`src/tgq_pkg.sv`:
```
// ----------------------------------------------------------------------------
// tgq_pkg: shared types and constants
// Register map, threshold reset values and the press state record.
// ----------------------------------------------------------------------------
package tgq_pkg;

  localparam int AGE_W  = 16;
  localparam int CFG_W  = 16;
  localparam int DATA_W = 32;
  localparam int ADDR_W = 4;

  localparam logic [1:0] REG_LONG     = 2'd0;
  localparam logic [1:0] REG_HOLD     = 2'd1;
  localparam logic [1:0] REG_FADE     = 2'd2;
  localparam logic [1:0] REG_COOLDOWN = 2'd3;

  localparam logic [CFG_W-1:0] LONG_RST     = CFG_W'(2000);
  localparam logic [CFG_W-1:0] HOLD_RST     = CFG_W'(5000);
  localparam logic [CFG_W-1:0] FADE_RST     = CFG_W'(75);
  localparam logic [CFG_W-1:0] COOLDOWN_RST = CFG_W'(300);

  typedef struct packed {
    logic [CFG_W-1:0] long_press_ms;
    logic [CFG_W-1:0] hold_press_ms;
    logic [CFG_W-1:0] fade_ms;
    logic [CFG_W-1:0] cooldown_ms;
  } cfg_t;

  typedef struct packed {
    logic             press_active;
    logic             down_sent;
    logic             long_sent;
    logic             hold_sent;
    logic             cooling;
    logic [AGE_W-1:0] press_age;
    logic [AGE_W-1:0] silence_age;
    logic [AGE_W-1:0] cool_age;
  } press_t;

  typedef struct packed {
    logic ev_down;
    logic ev_long;
    logic ev_hold;
    logic ev_up;
    logic pressed;
  } result_t;

endpackage

```
`src/touch_gesture_qualifier_unit.sv`:
```
// ----------------------------------------------------------------------------
// touch_gesture_qualifier_unit: touch long-press qualifier
// An accepted word passes through the input register, then the result register, to the output.
// One word per cycle while out_stall_i does not hold back a pending result.
// An input register and a result register decouple the two channels.
// Reset clears all press state and loads the default thresholds.
// ----------------------------------------------------------------------------
module touch_gesture_qualifier_unit (
  input  logic                        clk_i,
  input  logic                        rst_ni,
  input  logic                        in_valid_i,
  output logic                        in_stall_o,
  input  logic                        touch_seen_i,
  output logic                        out_valid_o,
  input  logic                        out_stall_i,
  output logic                        ev_down_o,
  output logic                        ev_long_o,
  output logic                        ev_hold_o,
  output logic                        ev_up_o,
  output logic                        pressed_o,
  input  logic                        psel,
  input  logic                        penable,
  input  logic                        pwrite,
  input  logic [tgq_pkg::ADDR_W-1:0]  paddr,
  input  logic [tgq_pkg::DATA_W-1:0]  pwdata,
  output logic [tgq_pkg::DATA_W-1:0]  prdata,
  output logic                        pready
);

  tgq_pkg::cfg_t    cfg;
  tgq_pkg::result_t res, res_q;
  logic             in_valid_q, in_valid_d;
  logic             touch_q;
  logic             out_valid_q, out_valid_d;
  logic             advance;
  logic             in_take;

  assign advance    = in_valid_q && (!out_valid_q || !out_stall_i);
  assign in_stall_o = in_valid_q && out_valid_q && out_stall_i;
  assign in_take    = in_valid_i && !in_stall_o;

  always_comb begin
    in_valid_d = in_valid_q;
    if (in_take) begin
      in_valid_d = 1'b1;
    end else if (advance) begin
      in_valid_d = 1'b0;
    end
    out_valid_d = out_valid_q;
    if (advance) begin
      out_valid_d = 1'b1;
    end else if (!out_stall_i) begin
      out_valid_d = 1'b0;
    end
  end

  always_ff @(posedge clk_i or negedge rst_ni) begin
    if (!rst_ni) begin
      in_valid_q  <= 1'b0;
      out_valid_q <= 1'b0;
    end else begin
      in_valid_q  <= in_valid_d;
      out_valid_q <= out_valid_d;
    end
  end

  always_ff @(posedge clk_i) begin
    if (in_take) begin
      touch_q <= touch_seen_i;
    end
    if (advance) begin
      res_q <= res;
    end
  end

  tgq_cfg u_cfg (
    .clk_i   (clk_i),
    .rst_ni  (rst_ni),
    .psel    (psel),
    .penable (penable),
    .pwrite  (pwrite),
    .paddr   (paddr),
    .pwdata  (pwdata),
    .prdata  (prdata),
    .pready  (pready),
    .cfg_o   (cfg)
  );

  tgq_core u_core (
    .clk_i   (clk_i),
    .rst_ni  (rst_ni),
    .step_i  (advance),
    .touch_i (touch_q),
    .cfg_i   (cfg),
    .res_o   (res)
  );

  assign out_valid_o = out_valid_q;
  assign ev_down_o   = res_q.ev_down;
  assign ev_long_o   = res_q.ev_long;
  assign ev_hold_o   = res_q.ev_hold;
  assign ev_up_o     = res_q.ev_up;
  assign pressed_o   = res_q.pressed;

  a_stall_needs_result: assert property (@(posedge clk_i) disable iff (!rst_ni)
    in_stall_o |-> out_valid_q && in_valid_q)
    else $error("input stalled without a pending result");

  a_up_ends_press: assert property (@(posedge clk_i) disable iff (!rst_ni)
    advance && res.ev_up |=> out_valid_q && !res_q.pressed && !res_q.ev_down)
    else $error("release reported with press still active");

  a_down_is_pressed: assert property (@(posedge clk_i) disable iff (!rst_ni)
    advance && (res.ev_down || res.ev_long || res.ev_hold) |-> res.pressed || res.ev_up)
    else $error("press event without an active press");

  a_advance_loads: assert property (@(posedge clk_i) disable iff (!rst_ni)
    advance |=> out_valid_q)
    else $error("result register not loaded");

endmodule

```
`src/tgq_cfg.sv`:
```
// ----------------------------------------------------------------------------
// tgq_cfg: threshold registers
// APB-style register file holding the four millisecond thresholds.
// ----------------------------------------------------------------------------
module tgq_cfg (
  input  logic                        clk_i,
  input  logic                        rst_ni,
  input  logic                        psel,
  input  logic                        penable,
  input  logic                        pwrite,
  input  logic [tgq_pkg::ADDR_W-1:0]  paddr,
  input  logic [tgq_pkg::DATA_W-1:0]  pwdata,
  output logic [tgq_pkg::DATA_W-1:0]  prdata,
  output logic                        pready,
  output tgq_pkg::cfg_t               cfg_o
);

  tgq_pkg::cfg_t    cfg_q, cfg_d;
  logic [1:0]       reg_idx;
  logic [tgq_pkg::CFG_W-1:0] wval;
  logic [tgq_pkg::CFG_W-1:0] rval;
  logic             wr_en;

  assign pready  = 1'b1;
  assign reg_idx = paddr[3:2];
  assign wval    = pwdata[tgq_pkg::CFG_W-1:0];
  assign wr_en   = psel && penable && pwrite;

  always_comb begin
    cfg_d = cfg_q;
    if (wr_en) begin
      case (reg_idx)
        tgq_pkg::REG_LONG:     cfg_d.long_press_ms = wval;
        tgq_pkg::REG_HOLD:     cfg_d.hold_press_ms = wval;
        tgq_pkg::REG_FADE:     cfg_d.fade_ms       = wval;
        tgq_pkg::REG_COOLDOWN: cfg_d.cooldown_ms   = wval;
        default: ;
      endcase
    end
  end

  always_comb begin
    case (reg_idx)
      tgq_pkg::REG_LONG:     rval = cfg_q.long_press_ms;
      tgq_pkg::REG_HOLD:     rval = cfg_q.hold_press_ms;
      tgq_pkg::REG_FADE:     rval = cfg_q.fade_ms;
      tgq_pkg::REG_COOLDOWN: rval = cfg_q.cooldown_ms;
      default:               rval = '0;
    endcase
  end

  assign prdata = tgq_pkg::DATA_W'(rval);

  always_ff @(posedge clk_i or negedge rst_ni) begin
    if (!rst_ni) begin
      cfg_q.long_press_ms <= tgq_pkg::LONG_RST;
      cfg_q.hold_press_ms <= tgq_pkg::HOLD_RST;
      cfg_q.fade_ms       <= tgq_pkg::FADE_RST;
      cfg_q.cooldown_ms   <= tgq_pkg::COOLDOWN_RST;
    end else begin
      cfg_q <= cfg_d;
    end
  end

  assign cfg_o = cfg_q;

endmodule

```
`src/tgq_core.sv`:
```
// ----------------------------------------------------------------------------
// tgq_core: press state update
// Advances the ages, applies the touch and judges the events for one tick.
// ----------------------------------------------------------------------------
module tgq_core (
  input  logic              clk_i,
  input  logic              rst_ni,
  input  logic              step_i,
  input  logic              touch_i,
  input  tgq_pkg::cfg_t     cfg_i,
  output tgq_pkg::result_t  res_o
);

  tgq_pkg::press_t  st_q, st_d;
  tgq_pkg::result_t res;

  function automatic logic [tgq_pkg::AGE_W-1:0] sat_inc(
    input logic [tgq_pkg::AGE_W-1:0] a
  );
    logic [tgq_pkg::AGE_W-1:0] r;
    r = (a == '1) ? a : a + 1'b1;
    return r;
  endfunction

  function automatic logic exceeds(
    input logic [tgq_pkg::AGE_W-1:0] age,
    input logic [tgq_pkg::CFG_W-1:0] thr
  );
    logic r;
    r = 33'(age) > 33'(thr);
    return r;
  endfunction

  always_comb begin
    st_d = st_q;
    res  = '0;
    if (st_q.press_active) begin
      st_d.press_age   = sat_inc(st_q.press_age);
      st_d.silence_age = sat_inc(st_q.silence_age);
    end
    if (st_q.cooling) begin
      st_d.cool_age = sat_inc(st_q.cool_age);
    end
    if (touch_i) begin
      st_d.silence_age = '0;
      if (!st_q.press_active && !st_q.cooling) begin
        st_d.press_active = 1'b1;
        st_d.press_age    = '0;
      end
    end
    if (st_d.press_active) begin
      if (!st_d.down_sent) begin
        st_d.down_sent = 1'b1;
        res.ev_down    = 1'b1;
      end
      if (!st_d.long_sent && exceeds(st_d.press_age, cfg_i.long_press_ms)) begin
        st_d.long_sent = 1'b1;
        res.ev_long    = 1'b1;
      end
      if (!st_d.hold_sent && exceeds(st_d.press_age, cfg_i.hold_press_ms)) begin
        st_d.hold_sent = 1'b1;
        res.ev_hold    = 1'b1;
      end
      if (exceeds(st_d.silence_age, cfg_i.fade_ms)) begin
        st_d.press_active = 1'b0;
        st_d.down_sent    = 1'b0;
        st_d.long_sent    = 1'b0;
        st_d.hold_sent    = 1'b0;
        st_d.cooling      = 1'b1;
        st_d.cool_age     = '0;
        res.ev_up         = 1'b1;
      end
    end else if (st_d.cooling && exceeds(st_d.cool_age, cfg_i.cooldown_ms)) begin
      st_d.cooling = 1'b0;
    end
    res.pressed = st_d.press_active;
  end

  always_ff @(posedge clk_i or negedge rst_ni) begin
    if (!rst_ni) begin
      st_q <= '0;
    end else if (step_i) begin
      st_q <= st_d;
    end
  end

  assign res_o = res;

endmodule
```
`config.mk`:
```
export PLATFORM = sky130hd
export DESIGN_NAME = touch_gesture_qualifier_unit
export DESIGN_NICKNAME = d
export VERILOG_FILES = /design/src/tgq_pkg.sv /design/src/touch_gesture_qualifier_unit.sv /design/src/tgq_cfg.sv /design/src/tgq_core.sv
export SDC_FILE = /design/constraint.sdc
export NUM_CORES = 1
export LEC_CHECK = 0
export BUFFER_PORTS_ARGS = -buffer_cell sky130_fd_sc_hd__clkbuf_2
export CORE_MARGIN = 4
export CORE_UTILIZATION = 46
export DETAILED_ROUTE_END_ITERATION = 10
export PLACE_DENSITY_LB_ADDON = 0.08
export SLEW_MARGIN = 25
export SYNTH_ARGS = -nofsm -noshare
export SYNTH_HDL_FRONTEND = slang
export SYNTH_HIERARCHICAL = 1
export SYNTH_SLANG_ARGS = --single-unit
```
`constraint.sdc`:
```
create_clock -name clk_i -period 3.39 [get_ports clk_i]
set_input_delay 0.8475 -clock clk_i [delete_from_list [all_inputs] [get_ports clk_i]]
set_output_delay 0.8475 -clock clk_i [all_outputs]
set_load 0.01 [all_outputs]
```
==> metrics.csv <==
metric,value,unit
post-route ant nets,0,
Power Dens Cells,622,mW/mm2
GP Congestion,0.860,
Sum Neg Setup Slack,-0.584,ns
routed len/inst,19.4,um
mean post-synth cell area,9.95,um2
Final min period,3.59,ns
Worst-Skew Late Latency,0.42,ns
fraction of registers with async set/reset,95.2,%
worst path required time,3.55,ns
Area growth syn-to-layout,26.8,%
WS Path Type,flop to flop,
CP cell instances,ha_2 -> nand3_2 -> or4_4 -> o21a_4 -> nand3_2 -> xor2_2 -> nor2_2 -> ha_1 -> a21oi_2 -> o21ai_2 -> a221o_1 -> or3_4 -> nand2_4 -> nor3_2,
DR iter-0 viols,407,
Commonest cells post-synth,"100 x dfrtp_1, 76 x inv_1, 68 x nor2_1",
fin worst setup slack,-0.198,ns
die width,145,um
via count,7137,
switch share,35.3,%
post-synthesis sequential area ratio,36.9,%
Sw Pwr,2.40,mW
predominant post-synthesis flop cell,dfrtp_1,
Initial Utilization,47.4,%
Vias/cell,5.63,
TritonCTS Sinks,125,
grt ovf,0,
Slew HR,28.4,%
final hold slack,0.341,ns
Simple-Gate Fraction of Synth Area,15.4,%
Max Cap Viol,0,
synthesized flop and latch total,125,
"CTS clk-pin slew, worst paths",0.06,ns
Final nets,1136,
Startpoint Class,flop,
Sequential Power Share,31.5,%
CTS Buf Count,17,
hold buffer count at CTS,0,
Tot GR Track Use,22.6,%
Finished Layout Cells,1267,
htree depth,4,
final setup fails,4,
Post-DP Area,0.00973,mm2
Place WS,-0.332,ns
largest net degree at the start of global routing,72,
final core utilization,60.1,%
Residual DRC,0,
Cells after Synth,867,
synthesized-area fraction occupied by adder cells,9.72,%
Worst Setup SP,u_core/st_q[33],
largest family of logic cells by synthesized area,simple AND/OR/NAND/NOR gates,
skew final,0.00814,ns
CTS Buffer Depth,2,
CP max-delay cell,or4_4,
Die Y,145,um
post-route clock period utilization,106,%
leak pwr,5.14,nW
vias in the first global route,7252,
area of the die,0.0210,mm2
crit end category,flop,
Compound-Gate Fraction of Synth Area,11.5,%
Arrival @ worst endpoint,3.75,ns
Yosys top cell by area,dfrtp_1,
dpl hpwl,17.8,mm
max reg flops,64,
Synth warnings,6,
failing checks,negative setup slack,
post-synthesis xor/xnor area fraction,3.76,%
synth top area cells,"dfrtp_1 29%, ha_1 9.7%, mux2_2 7.4%, dfstp_2 5.8%, inv_1 3.3%",
initial antenna violation count,0,
Hold Crit Class,input pin to async pin,
first-pass GRT wire length,38.0,mm
Rows,49,
post-synth cell types,77,
post-synth top area share,29.0,%
status,"finished, violations left",
Crit path top cell by count,nand3_2,
I/O Pins,84,
mux cell area share after synthesis,15.1,%
most frequent cell after synthesis,dfrtp_1,
total power,6.80,mW
cell area after synthesis,0.00863,mm2
fmax,279,MHz
post-route cell area,0.0109,mm2
Fin. Hold Viols,0,
Core Area,0.0182,mm2
worst-margin pin slew,1.07,ns
cell count after placement,1210,
PortBufs,48,
reg-to-reg setup timing slack,-0.20,ns
CTS tree,done,
"Largest stage delay, worst path",0.56,ns
Comb pwr share,39.2,%
share of layout cells above drive strength 1,37.6,%
fin. max-slew vios,0,
Post-synth EDFFs,6,
Peak VDD IR,0.000368,V
first-pass iteration count of the detailed router,5,
Root Buffer,clkbuf_16,
worst r2r src,u_core/st_q[33],
clock network power share,29.3,%
Max Fanout on Critical Path,6,
routed wire length,24.5,mm
RSZ-0062 raised after global routing,yes,
Pint,4.41,mW
# diodes,0,
==> kinds of logic (layout without fill, tap and decap cells) <==
| logic type | Yosys count | after routing |
|---|---|---|
| other | 2 | 17 |
| AO/OA/AOI/OAI | 144 | 144 |
| AND/OR/NAND/NOR | 259 | 260 |
| multiplexers | 96 | 96 |
| flip-flops | 125 | 125 |
| buffers and inverters | 137 | 292 |
| adder cells (fa/ha/maj) | 67 | 67 |
| XOR/XNOR | 37 | 37 |
==> cell type report <==
class | instances | area (um2)
Sequential cell | 125 | 3180
Timing Repair Buffer | 182 | 1310
Fill cell | 1533 | 7270
Inverter | 78 | 293
Tap cell | 229 | 287
Multi-Input combinational cell | 621 | 5230
Clock buffer | 22 | 484
Clock inverter | 10 | 161
==> power by group through the flow <==
stage	registers, mW	logic, mW	clock network (mW)
after detailed placement	2.16	2.34	0
after global placement	2.14	2.24	0
after floorplan	2.09	1.52	0
after CTS	2.14	2.47	2.03
after global routing	2.19	2.93	2.10
final	2.14	2.66	2.00
==> metal layers <==
| layer | GRT usage (%) | wire length, um | up-vias |
|---|---|---|---|
| li1 | - | - | 3406 |
| met1 | 27.5 | 10200 | 3531 |
| met4 | 7.60 | 590 | 0 |
| met3 | 4.02 | 1090 | 44 |
| met5 | 0 | 0 | - |
| met2 | 40.6 | 12600 | 156 |
==> cell usage in the layout (no fill, tap or decap), types with 7 or more instances in the layout <==
| master | n |
|---|---|
| and3_1 | 8 |
| clkbuf_16 | 17 |
| nand4_1 | 20 |
| nand3_1 | 33 |
| nor3_1 | 14 |
| conb_1 | 17 |
| or3_1 | 8 |
| dfrtp_1 | 100 |
| mux2i_1 | 13 |
| mux4_2 | 11 |
| xor2_1 | 19 |
| xnor2_1 | 15 |
| nor2_1 | 59 |
| mux2_2 | 57 |
| buf_6 | 12 |
| nor3_2 | 7 |
| a31oi_1 | 10 |
| a21oi_1 | 38 |
| buf_4 | 122 |
| o2bb2ai_1 | 12 |
| nand2_1 | 51 |
| mux2_4 | 10 |
| nor2_2 | 9 |
| a21o_1 | 9 |
| dfstp_2 | 19 |
| clkbuf_2 | 47 |
| inv_1 | 76 |
| ha_1 | 63 |
| o21ai_0 | 15 |
==> worst max-delay path: cells and delay by family, from the launching register on <==
kind | cells | cell delay (ns)
AOI/OAI and AO/OA | 4 | 0.90
xor gates and xnor gates | 1 | 0.19
adders and majority gates | 2 | 0.52
DFF | 1 | 0.36
and+or+nand+nor | 7 | 1.35
==> path summary, 6_finish.rpt <==
check,end,cells past startpoint
worst max-delay path,ev_hold_o,14
worst min register to register,u_core/st_q[51],2
worst max register to register,ev_hold_o,14
worst min-delay path,u_core/st_q[38],1
max in group asynchronous,u_cfg/cfg_o[44],2
min in group clk_i,u_core/st_q[51],2
==> timing repair <==
item / in CTS / in global routing
gates cloned: 0 / 1
pin swaps: 21 / 45
setup buffers: 10 / 14
setup endpoints to repair: 23 / 25
resized for setup: 34 / 53
Power figures use the tool's default switching activity.
